===== config.mk =====
export PLATFORM = sky130hd
export DESIGN_NAME = usage_odometer_wear_ring_core
export DESIGN_NICKNAME = d
export VERILOG_FILES = /design/src/design/uowr_pkg.sv /design/src/design/usage_odometer_wear_ring_core.sv
export SDC_FILE = /design/constraint.sdc
export NUM_CORES = 2
export LEC_CHECK = 0
export BUFFER_PORTS_ARGS = -buffer_cell sky130_fd_sc_hd__buf_2
export CORE_MARGIN = 1.5
export CORE_UTILIZATION = 67
export DETAILED_ROUTE_END_ITERATION = 10
export PLACE_DENSITY = 0.95
export SLEW_MARGIN = 40
export SYNTH_ARGS = -nofsm -noshare
export SYNTH_HDL_FRONTEND = slang
export SYNTH_SLANG_ARGS = --single-unit

===== constraint.sdc =====
create_clock -name clock -period 33.8 [get_ports clock]
set_clock_uncertainty 0.15 [all_clocks]
set_input_delay 8.45 -clock clock [delete_from_list [all_inputs] [get_ports clock]]
set_output_delay 8.45 -clock clock [all_outputs]
set_load 0.005 [all_outputs]

===== src/design/uowr_pkg.sv =====
// ---------------------------------------------------------------------------
// uowr_pkg: shared types and constants for the usage odometer core
// Mode and status codes, stream payload layouts, minute divide helper.
// ---------------------------------------------------------------------------
package uowr_pkg;

   localparam int unsigned RING_SLOTS_DEFAULT = 8;
   localparam logic [31:0] INTERVAL_RESET     = 32'd120000;
   localparam logic [31:0] MS_PER_MINUTE      = 32'd60000;

   // x / 60000 == (x >> 5) / 1875; reciprocal is exact for 27-bit dividends
   localparam logic [27:0] RECIP_1875 = 28'd146601551;
   localparam int unsigned RECIP_SHIFT = 38;

   localparam int unsigned REQ_W    = 152;
   localparam int unsigned RSP_W    = 152;
   localparam int unsigned MODE_W   = 4;

   typedef enum logic [3:0] {
      MODE_INIT_BEGIN  = 4'd0,
      MODE_INIT_SLOT   = 4'd1,
      MODE_TICK        = 4'd2,
      MODE_SCAN_START  = 4'd3,
      MODE_SCAN_FINISH = 4'd4,
      MODE_RESET_SYS   = 4'd5,
      MODE_RESET_LASER = 4'd6,
      MODE_RESET_BOTH  = 4'd7,
      MODE_QUERY       = 4'd8
   } mode_type;

   typedef enum logic [1:0] {
      ST_OK        = 2'd0,
      ST_NOT_READY = 2'd1,
      ST_WR_FAIL   = 2'd2
   } status_type;

   // request tdata, MSB first
   typedef struct packed {
      logic        write_ok;
      logic        store_present;
      logic [31:0] record_pulses;
      logic [31:0] record_minutes;
      logic [15:0] record_seq;
      logic        record_valid;
      logic [31:0] pulse_count;
      logic [31:0] now_ms;
   } req_type;

   // response tdata, MSB first
   typedef struct packed {
      logic        ready_res;
      logic [31:0] live_pulses;
      logic [31:0] live_minutes;
      logic [31:0] write_pulses;
      logic [31:0] write_minutes;
      logic [15:0] write_seq;
      logic [2:0]  write_slot;
      logic        write_request;
      logic [1:0]  status;
   } rsp_type;

   localparam int unsigned REQ_USED_W = $bits(req_type);
   localparam int unsigned RSP_USED_W = $bits(rsp_type);

   // whole minutes in a millisecond span
   function automatic logic [31:0] ms_to_minutes(input logic [31:0] ms);
      logic [54:0] prod;
      prod = 55'(ms[31:5]) * 55'(RECIP_1875);
      return {15'd0, prod[54:RECIP_SHIFT]};
   endfunction

endpackage


===== src/design/usage_odometer_wear_ring_core.sv =====
// ---------------------------------------------------------------------------
// usage_odometer_wear_ring_core: system-minutes and laser-pulse odometer
// Tracks both totals and emits snapshot write requests into a slot ring.
// ---------------------------------------------------------------------------
// One response per request. Each request is held in an input register, then a
// single pass of logic (one 27x28 reciprocal multiply for the minute
// divide, 32-bit adds and compares) updates the odometer state and loads the
// response register; one request per cycle is sustained
// while the response side keeps taking transfers. Start-up is an init_begin
// request followed by one init_slot request per ring slot; slot writes only
// advance the ring cursor when the request's write_ok bit is set.
module usage_odometer_wear_ring_core #(
   parameter int unsigned RING_SLOTS = uowr_pkg::RING_SLOTS_DEFAULT
) (
   input  logic                       clock,
   input  logic                       reset,
   input  logic                       req_tvalid,
   output logic                       req_tready,
   // now_ms[31:0], pulse_count[63:32], record_valid[64], record_seq[80:65],
   // record_minutes[112:81], record_pulses[144:113], store_present[145],
   // write_ok[146], zero fill above
   input  logic [uowr_pkg::REQ_W-1:0] req_tdata,
   // mode[3:0]
   input  logic [uowr_pkg::MODE_W-1:0] req_tuser,
   output logic                       rsp_tvalid,
   input  logic                       rsp_tready,
   // status[1:0], write_request[2], write_slot[5:3], write_seq[21:6],
   // write_minutes[53:22], write_pulses[85:54], live_minutes[117:86],
   // live_pulses[149:118], ready_res[150], zero fill above
   output logic [uowr_pkg::RSP_W-1:0] rsp_tdata,
   input  logic                       csr_wen,
   input  logic [31:0]                csr_wdata
);

   localparam int unsigned SLOT_W = (RING_SLOTS > 1) ? $clog2(RING_SLOTS) : 1;
   localparam logic [SLOT_W-1:0] LAST_SLOT = SLOT_W'(RING_SLOTS - 1);

   // pipeline registers
   logic                             in_v_ff;
   logic [uowr_pkg::REQ_USED_W-1:0]  in_data_ff;
   logic [uowr_pkg::MODE_W-1:0]      in_mode_ff;
   logic                             rsp_v_ff;
   uowr_pkg::rsp_type                rsp_ff, rsp_in;
   logic                             adv;

   // odometer state
   logic [31:0]       interval_ff;
   logic [31:0]       min_tot_ff, min_tot_in;
   logic [31:0]       pul_tot_ff, pul_tot_in;
   logic [31:0]       last_upd_ff, last_upd_in;
   logic [31:0]       scan_start_ff, scan_start_in;
   logic [SLOT_W-1:0] newest_slot_ff, newest_slot_in;
   logic              newest_vld_ff, newest_vld_in;
   logic [15:0]       newest_seq_ff, newest_seq_in;
   logic              init_ff, init_in;
   logic              store_ok_ff, store_ok_in;
   logic [SLOT_W-1:0] scan_idx_ff, scan_idx_in;
   logic              best_found_ff, best_found_in;
   logic [15:0]       best_seq_ff, best_seq_in;
   logic [SLOT_W-1:0] best_slot_ff, best_slot_in;
   logic [31:0]       best_min_ff, best_min_in;
   logic [31:0]       best_pul_ff, best_pul_in;

   uowr_pkg::req_type req;
   logic [31:0]       span_min;
   logic [SLOT_W-1:0] pers_slot;
   logic [15:0]       pers_seq;
   logic [15:0]       seq_diff;
   logic [SLOT_W+2:0] slot_ext;

   assign req        = uowr_pkg::req_type'(in_data_ff);
   assign adv        = in_v_ff && (!rsp_v_ff || rsp_tready);
   assign req_tready = !in_v_ff || adv;
   assign rsp_tvalid = rsp_v_ff;
   assign rsp_tdata  = {(uowr_pkg::RSP_W - uowr_pkg::RSP_USED_W)'(0), rsp_ff};

   assign span_min  = uowr_pkg::ms_to_minutes(req.now_ms - last_upd_ff);
   assign pers_slot = !newest_vld_ff            ? '0 :
                      (newest_slot_ff == LAST_SLOT) ? '0 :
                      newest_slot_ff + SLOT_W'(1);
   assign pers_seq  = newest_seq_ff + 16'd1;
   assign seq_diff  = req.record_seq - best_seq_ff;
   assign slot_ext  = {3'd0, pers_slot};

   always_comb begin
      logic do_persist;
      logic lu_set;
      logic fin_scan;

      do_persist     = 1'b0;
      lu_set         = 1'b0;
      fin_scan       = 1'b0;
      min_tot_in     = min_tot_ff;
      pul_tot_in     = pul_tot_ff;
      last_upd_in    = last_upd_ff;
      scan_start_in  = scan_start_ff;
      newest_slot_in = newest_slot_ff;
      newest_vld_in  = newest_vld_ff;
      newest_seq_in  = newest_seq_ff;
      init_in        = init_ff;
      store_ok_in    = store_ok_ff;
      scan_idx_in    = scan_idx_ff;
      best_found_in  = best_found_ff;
      best_seq_in    = best_seq_ff;
      best_slot_in   = best_slot_ff;
      best_min_in    = best_min_ff;
      best_pul_in    = best_pul_ff;
      rsp_in         = '0;
      rsp_in.status  = uowr_pkg::ST_OK;

      case (in_mode_ff)
         uowr_pkg::MODE_INIT_BEGIN: begin
            min_tot_in     = '0;
            pul_tot_in     = '0;
            last_upd_in    = '0;
            scan_start_in  = '0;
            newest_slot_in = '0;
            newest_vld_in  = 1'b0;
            newest_seq_in  = '0;
            init_in        = 1'b0;
            store_ok_in    = req.store_present;
            scan_idx_in    = '0;
            best_found_in  = 1'b0;
            best_seq_in    = '0;
            best_slot_in   = '0;
            best_min_in    = '0;
            best_pul_in    = '0;
            rsp_in.status  = req.store_present ? uowr_pkg::ST_OK : uowr_pkg::ST_NOT_READY;
         end
         uowr_pkg::MODE_INIT_SLOT: begin
            if (!store_ok_ff || init_ff) begin
               rsp_in.status = uowr_pkg::ST_NOT_READY;
            end else begin
               if (req.record_valid &&
                   (!best_found_ff || (seq_diff != 16'd0 && !seq_diff[15]))) begin
                  best_found_in = 1'b1;
                  best_seq_in   = req.record_seq;
                  best_slot_in  = scan_idx_ff;
                  best_min_in   = req.record_minutes;
                  best_pul_in   = req.record_pulses;
               end
               if (scan_idx_ff == LAST_SLOT) begin
                  fin_scan = 1'b1;
                  if (best_found_in) begin
                     min_tot_in     = best_min_in;
                     pul_tot_in     = best_pul_in;
                     newest_slot_in = best_slot_in;
                     newest_seq_in  = best_seq_in;
                     newest_vld_in  = 1'b1;
                  end else begin
                     do_persist = 1'b1;
                  end
                  init_in       = 1'b1;
                  last_upd_in   = req.now_ms;
                  lu_set        = 1'b1;
                  scan_start_in = '0;
               end else begin
                  scan_idx_in = scan_idx_ff + SLOT_W'(1);
               end
            end
         end
         uowr_pkg::MODE_TICK, uowr_pkg::MODE_SCAN_START, uowr_pkg::MODE_SCAN_FINISH,
         uowr_pkg::MODE_RESET_SYS, uowr_pkg::MODE_RESET_LASER,
         uowr_pkg::MODE_RESET_BOTH: begin
            if (!init_ff) begin
               rsp_in.status = uowr_pkg::ST_NOT_READY;
            end else begin
               case (in_mode_ff)
                  uowr_pkg::MODE_TICK: begin
                     if ((req.now_ms - last_upd_ff) >= interval_ff) begin
                        min_tot_in  = min_tot_ff + span_min;
                        last_upd_in = req.now_ms;
                        lu_set      = 1'b1;
                        do_persist  = 1'b1;
                     end
                  end
                  uowr_pkg::MODE_SCAN_START: begin
                     scan_start_in = req.pulse_count;
                  end
                  uowr_pkg::MODE_SCAN_FINISH: begin
                     pul_tot_in = pul_tot_ff + (req.pulse_count - scan_start_ff);
                     do_persist = 1'b1;
                     if (req.write_ok) begin
                        scan_start_in = '0;
                     end
                  end
                  default: begin
                     // reset modes
                     if (in_mode_ff == uowr_pkg::MODE_RESET_SYS ||
                         in_mode_ff == uowr_pkg::MODE_RESET_BOTH) begin
                        min_tot_in  = '0;
                        last_upd_in = req.now_ms;
                        lu_set      = 1'b1;
                     end
                     if (in_mode_ff == uowr_pkg::MODE_RESET_LASER ||
                         in_mode_ff == uowr_pkg::MODE_RESET_BOTH) begin
                        pul_tot_in    = '0;
                        scan_start_in = '0;
                     end
                     do_persist = 1'b1;
                  end
               endcase
            end
         end
         default: begin
            // query and unused codes
            rsp_in.status = init_ff ? uowr_pkg::ST_OK : uowr_pkg::ST_NOT_READY;
         end
      endcase

      if (do_persist) begin
         rsp_in.write_request = 1'b1;
         rsp_in.write_slot    = slot_ext[2:0];
         rsp_in.write_seq     = pers_seq;
         rsp_in.write_minutes = min_tot_in;
         rsp_in.write_pulses  = pul_tot_in;
         if (req.write_ok) begin
            newest_slot_in = pers_slot;
            newest_seq_in  = pers_seq;
            newest_vld_in  = 1'b1;
            rsp_in.status  = uowr_pkg::ST_OK;
         end else begin
            rsp_in.status  = uowr_pkg::ST_WR_FAIL;
         end
      end

      // last update moved to now: no whole minutes pending
      if (init_in) begin
         rsp_in.live_minutes = min_tot_in + (lu_set ? 32'd0 : span_min);
         rsp_in.live_pulses  = pul_tot_in;
         rsp_in.ready_res    = 1'b1;
      end
      if (fin_scan) begin
         scan_idx_in = scan_idx_ff;
      end
   end

   always_ff @(posedge clock) begin
      if (reset) begin
         in_v_ff        <= 1'b0;
         rsp_v_ff       <= 1'b0;
         interval_ff    <= uowr_pkg::INTERVAL_RESET;
         min_tot_ff     <= '0;
         pul_tot_ff     <= '0;
         last_upd_ff    <= '0;
         scan_start_ff  <= '0;
         newest_slot_ff <= '0;
         newest_vld_ff  <= 1'b0;
         newest_seq_ff  <= '0;
         init_ff        <= 1'b0;
         store_ok_ff    <= 1'b0;
         scan_idx_ff    <= '0;
         best_found_ff  <= 1'b0;
         best_seq_ff    <= '0;
         best_slot_ff   <= '0;
         best_min_ff    <= '0;
         best_pul_ff    <= '0;
      end else begin
         if (csr_wen) begin
            interval_ff <= csr_wdata;
         end
         if (req_tready) begin
            in_v_ff <= req_tvalid;
         end
         if (adv) begin
            rsp_v_ff <= 1'b1;
         end else if (rsp_tready) begin
            rsp_v_ff <= 1'b0;
         end
         if (adv) begin
            min_tot_ff     <= min_tot_in;
            pul_tot_ff     <= pul_tot_in;
            last_upd_ff    <= last_upd_in;
            scan_start_ff  <= scan_start_in;
            newest_slot_ff <= newest_slot_in;
            newest_vld_ff  <= newest_vld_in;
            newest_seq_ff  <= newest_seq_in;
            init_ff        <= init_in;
            store_ok_ff    <= store_ok_in;
            scan_idx_ff    <= scan_idx_in;
            best_found_ff  <= best_found_in;
            best_seq_ff    <= best_seq_in;
            best_slot_ff   <= best_slot_in;
            best_min_ff    <= best_min_in;
            best_pul_ff    <= best_pul_in;
         end
      end
   end

   // payload registers
   always_ff @(posedge clock) begin
      if (req_tready && req_tvalid) begin
         in_data_ff <= req_tdata[uowr_pkg::REQ_USED_W-1:0];
         in_mode_ff <= req_tuser;
      end
      if (adv) begin
         rsp_ff <= rsp_in;
      end
   end

   // a write request only leaves the block once the odometer is running
   assert property (@(posedge clock) disable iff (reset)
      rsp_tvalid && rsp_ff.write_request |-> rsp_ff.ready_res)
      else $error("write request while odometer not ready");

   // no write request means an all-zero record field set
   assert property (@(posedge clock) disable iff (reset)
      rsp_tvalid && !rsp_ff.write_request |->
         rsp_ff.write_slot == 3'd0 && rsp_ff.write_seq == 16'd0 &&
         rsp_ff.write_minutes == 32'd0 && rsp_ff.write_pulses == 32'd0)
      else $error("record fields set without write request");

   // ring cursor and scan index stay inside the ring
   assert property (@(posedge clock) disable iff (reset)
      newest_slot_ff <= LAST_SLOT && scan_idx_ff <= LAST_SLOT)
      else $error("slot index beyond ring");

   // a write failure is reported only with a write request
   assert property (@(posedge clock) disable iff (reset)
      rsp_tvalid && rsp_ff.status == uowr_pkg::ST_WR_FAIL |-> rsp_ff.write_request)
      else $error("write failure without write request");

endmodule


Yosys cells after proc, flatten, opt, wreduce, memory -nomap -nowiden
Index checks and enable logic that the tools add are counted.

word-level totals
  logic and storage cells = 184
  flip-flop bits (word level) = 573
  output and inout bits = 154

cells by class
  bitwise operators = 1
  equality and inequality tests = 19
  $lt $le $gt $ge = 1
  mux-type cells = 96
  reduce and logical (&&, ||, !) cells = 28
  $mul = 1
  add/sub/neg operators = 9

operator list
  operator                                              number
  two-way mux 32 bit                                    25
  case mux 32 bit (3 select lines)                      5
  case mux 32 bit (2 select lines)                      5
  two-way mux 16 bit                                    7
  two-way mux 65 bit                                    1
  adder 32 x 17 -> 32 bit                               2
  case mux 16 bit (2 select lines)                      2
  subtractor 32 bit                                     2
  multiplier 27 x 28 -> 55 bit (second input constant)  1
  two-way mux 3 bit                                     12
  adder 32 bit                                          1
  greater-or-equal comparator 32 bit                    1
  two-way mux 1 bit                                     26
  case mux 3 bit (2 select lines)                       3
  two-way mux 17 bit                                    1
  adder 16 x 1 -> 16 bit (second input constant)        1
  equality test 4 x 3 -> 1 bit (second input constant)  4
  case mux 1 bit (2 select lines)                       8
  AND reduction 8 bit                                   2
  nonzero test 16 bit                                   1
  subtractor 16 bit                                     1
  inequality test 2 bit (second input constant)         6
  inequality test 3 bit (second input constant)         3
  equality test 4 x 2 -> 1 bit (second input constant)  2
  17 further kinds                                      33

Depth between registers and ports, before layout
  depth after elaboration = 14
  gate-level depth with buffers = 64
  mapped depth without buffers = 64

Worst setup path after synthesis
No wires, ideal clock.

  path kind = in2out
  start = input rsp_tready
  end = output req_tready
  cell stages on the path = 2
  arrival = 8716 ps
  setup slack = 16484 ps
  cells stage by stage = nor2b_1 > nand2_1

between the ends
  longest elaborated chain between the ends = 3

RTL lines
  item               line                                 text
  start, declared    usage_odometer_wear_ring_core.sv:26  input logic rsp_tready,
  logical OR 1 bit   usage_odometer_wear_ring_core.sv:72  assign adv = in_v_ff && (!rsp_v_ff || rsp_tready);
  logical AND 1 bit  usage_odometer_wear_ring_core.sv:72
  logical OR 1 bit   usage_odometer_wear_ring_core.sv:73  assign req_tready = !in_v_ff || adv;
  end, declared      usage_odometer_wear_ring_core.sv:18  output logic req_tready,

Every way passes these cells.

Worst setup path in the final report
Ends and elaborated chain as after synthesis.

==> flow_summary.ini <==
[worst_setup_path]
path_class = in2out
critical_path.max_fanout = 4
endpoint_kind = primary output
ff2ff_path_depth = 62
start_kind = primary input
required_ns = 25.20
arrival_ns = 9.06

[sta]
max-slew-margin-rel_pct = 36.5
worst_pin_slew_ns = 0.952
hold_viol = 0
min_period_over_period_pct = 52.3
slew_viol_final = 0
fmax_mhz = 56.6
period_needed_ns = 17.66
fin_tns_setup_ns = 0
finalSetupViolations = 0
rsz0062_at_grt = no

[cells_and_area]
area_delta_synth_final_pct = 11.4
final_nets = 5619
drive_above_1_share_pct = 12.0

[drt]
drc = 0
vias = 35900
viasPerCell = 6.43
wl_um = 128000
post_drt_wl_per_cell_um = 22.9
dr.pass1.iters = 9
ant_nets = 0
drtIter0Drc = 4607

[logic_synthesis]
synth_cell_type_count = 99
synth.most_common_cell = inv_1
synthTopCellsByCount = 664 x inv_1, 458 x nor2_1, 413 x ha_1
ys_seq_elements = 573
yosysSeqAreaShare_pct = 34.2
yosysWarnings = 0
synth.top_cell.area_share_pct = 21.4
synth_area_leader_cell = edfxtp_1
synth_top_family_by_area = adder cells
synthMuxAreaShare_pct = 1.31
synth_top_flop_cell = edfxtp_1
synthesis.area_mm2 = 0.0424
synth-simple-area-share_pct = 12.1
avgSynthCellArea_um2 = 9.66
synthesis.nets = 5332
netlist_top_cells_area = edfxtp_1 21%, fa_1 16%, dfxtp_1 13%
synthCells = 4395
synth_edf_count = 302
synthAdderAreaFrac_pct = 27.8
synth_compound_area_share_pct = 14.5
synth_xor_area_share_pct = 2.44
synth_async_sr_flop_share_pct = 0

[clock_tree]
root_buffer = clkbuf_16
cts_sinks = 573
cts_tree = built
numCtsBuffers = 60
clockBufferDepth = 3
cts_hold_buf = 0
htree_levels = 2
post-cts-setup-buffers = 0
clk_pin_slew_ns = 0.06
post_cts_resized = 0
clk_latency_ns = 0.67

[global_routing]
gr-usage-met1_pct = 47.7
grt_pass1_vias = 36000
grt_antenna_before_repair = 12
use_met3_pct = 11.1
busiest_layer = met2
grt.total_usage_pct = 39.1
met2_usage_pct = 63.1
gr-total-overflow = 0
grt_pass1_wl_um = 196000
grt_start_max_net_pins = 114

[die]
core_area_mm2 = 0.0629
fp.dieW_um = 255
io_pins = 347
rows = 92
die_h_um = 255
start_util_pct = 67.5
dieArea_mm2 = 0.0649

[min_path]
whs_path_depth = 2
min_path_type = reg2reg

[placed_design]
hpwl_um = 93600
gp_congestion = 1.04
numPortBuffers = 340

[run_status]
outcome = finished, final reports clean

[run]
cap_violations = 0
[per-layer routing]
metal | part of all wire [%] | wire length, um
met4 | 6.5 | 8290
met3 | 12 | 16000
met1 | 35 | 45000
met2 | 46 | 58400
met5 | 0.059 | 75
[critical path, stage by stage]
cell,delay [ns]
buf_2,0.11
nor2b_1,0.23
nand2_1,0.14
buf_2,0.14
[path summary, 6_finish.rpt]
check	slack, ns	startpoint	end
setup / recovery	16.14	rsp_tready	req_tready
hold / removal	0.30	last_upd_ff[11]	last_upd_ff[11]
setup reg to reg	18.09	in_data_ff[0]	rsp_tdata[107]
hold reg to reg	0.30	last_upd_ff[11]	last_upd_ff[11]
[cells in the final DEF (no fill, tap or decap), types with 18 or more instances in the layout]
cell type / n
a211oi_1: 66
a21o_1: 70
a21oi_1: 273
a221oi_1: 19
a222oi_1: 18
a22oi_1: 89
a31oi_1: 20
and2_1: 34
and3_1: 44
buf_2: 340
buf_4: 43
clkbuf_16: 60
dfxtp_1: 271
edfxtp_1: 302
fa_1: 331
ha_1: 413
inv_1: 664
mux2i_1: 51
nand2_1: 306
nand2b_1: 34
nand3_1: 121
nor2_1: 455
nor2b_1: 31
nor3_1: 38
o211ai_1: 38
o21a_1: 23
o21ai_0: 126
o21bai_1: 23
xnor2_1: 68
xor2_1: 46
[flip-flops by register name (all words and copies together), names as in the netlist]
name            flops
scan_idx_ff         3
newest_slot_ff      3
best_min_ff        32
min_tot_ff         32
best_found_ff       1
in_data_ff        147
scan_start_ff      32
store_ok_ff         1
interval_ff        32
last_upd_ff        32
best_seq_ff        16
rsp_tvalid          1
in_v_ff             1
best_slot_ff        3
newest_vld_ff       1
pul_tot_ff         32
best_pul_ff        32
init_ff             1
rsp_tdata         151
newest_seq_ff      16
in_mode_ff          4
[area by class of cell]
| cell class | count | area [um^2] |
|---|---|---|
| tap | 846 | 1060 |
| timing repair buffer | 397 | 2220 |
| inverter | 668 | 2510 |
| clock buffer | 88 | 1730 |
| sequential | 573 | 14500 |
| clock inverter | 25 | 395 |
| multi-input combinational | 2982 | 24800 |
| antenna | 5 | 12.5 |
| fill | 4025 | 15600 |
[logic make-up after synthesis]
group,Yosys count
xor gates and xnor gates,118
other,1
and+or+nand+nor,1146
muxes,55
adders and majority gates,746
DFF,573
AOI/OAI and AO/OA,916
buffers and inverters,840
[per-stage QoR]
stage / hold WS (ns) / cell area [um^2] / util [%] / std cells / worst slack [ns]
after floorplan: 0.282 / 42400 / - / 4395 / 16.48
after global placement: 0.287 / 45000 / 71.5 / 5459 / 16.25
after detailed placement: 0.294 / 45100 / 71.8 / 5464 / 16.15
after CTS: 0.302 / 47200 / 75.1 / 5577 / 16.14
after global routing: 0.319 / 47300 / 75.2 / 5579 / 16.08
final: 0.302 / 47300 / 75.2 / 5584 / 16.14
Power is not shown: default switching activity piles up to over one toggle a cycle in this logic, so the estimate is an artifact.
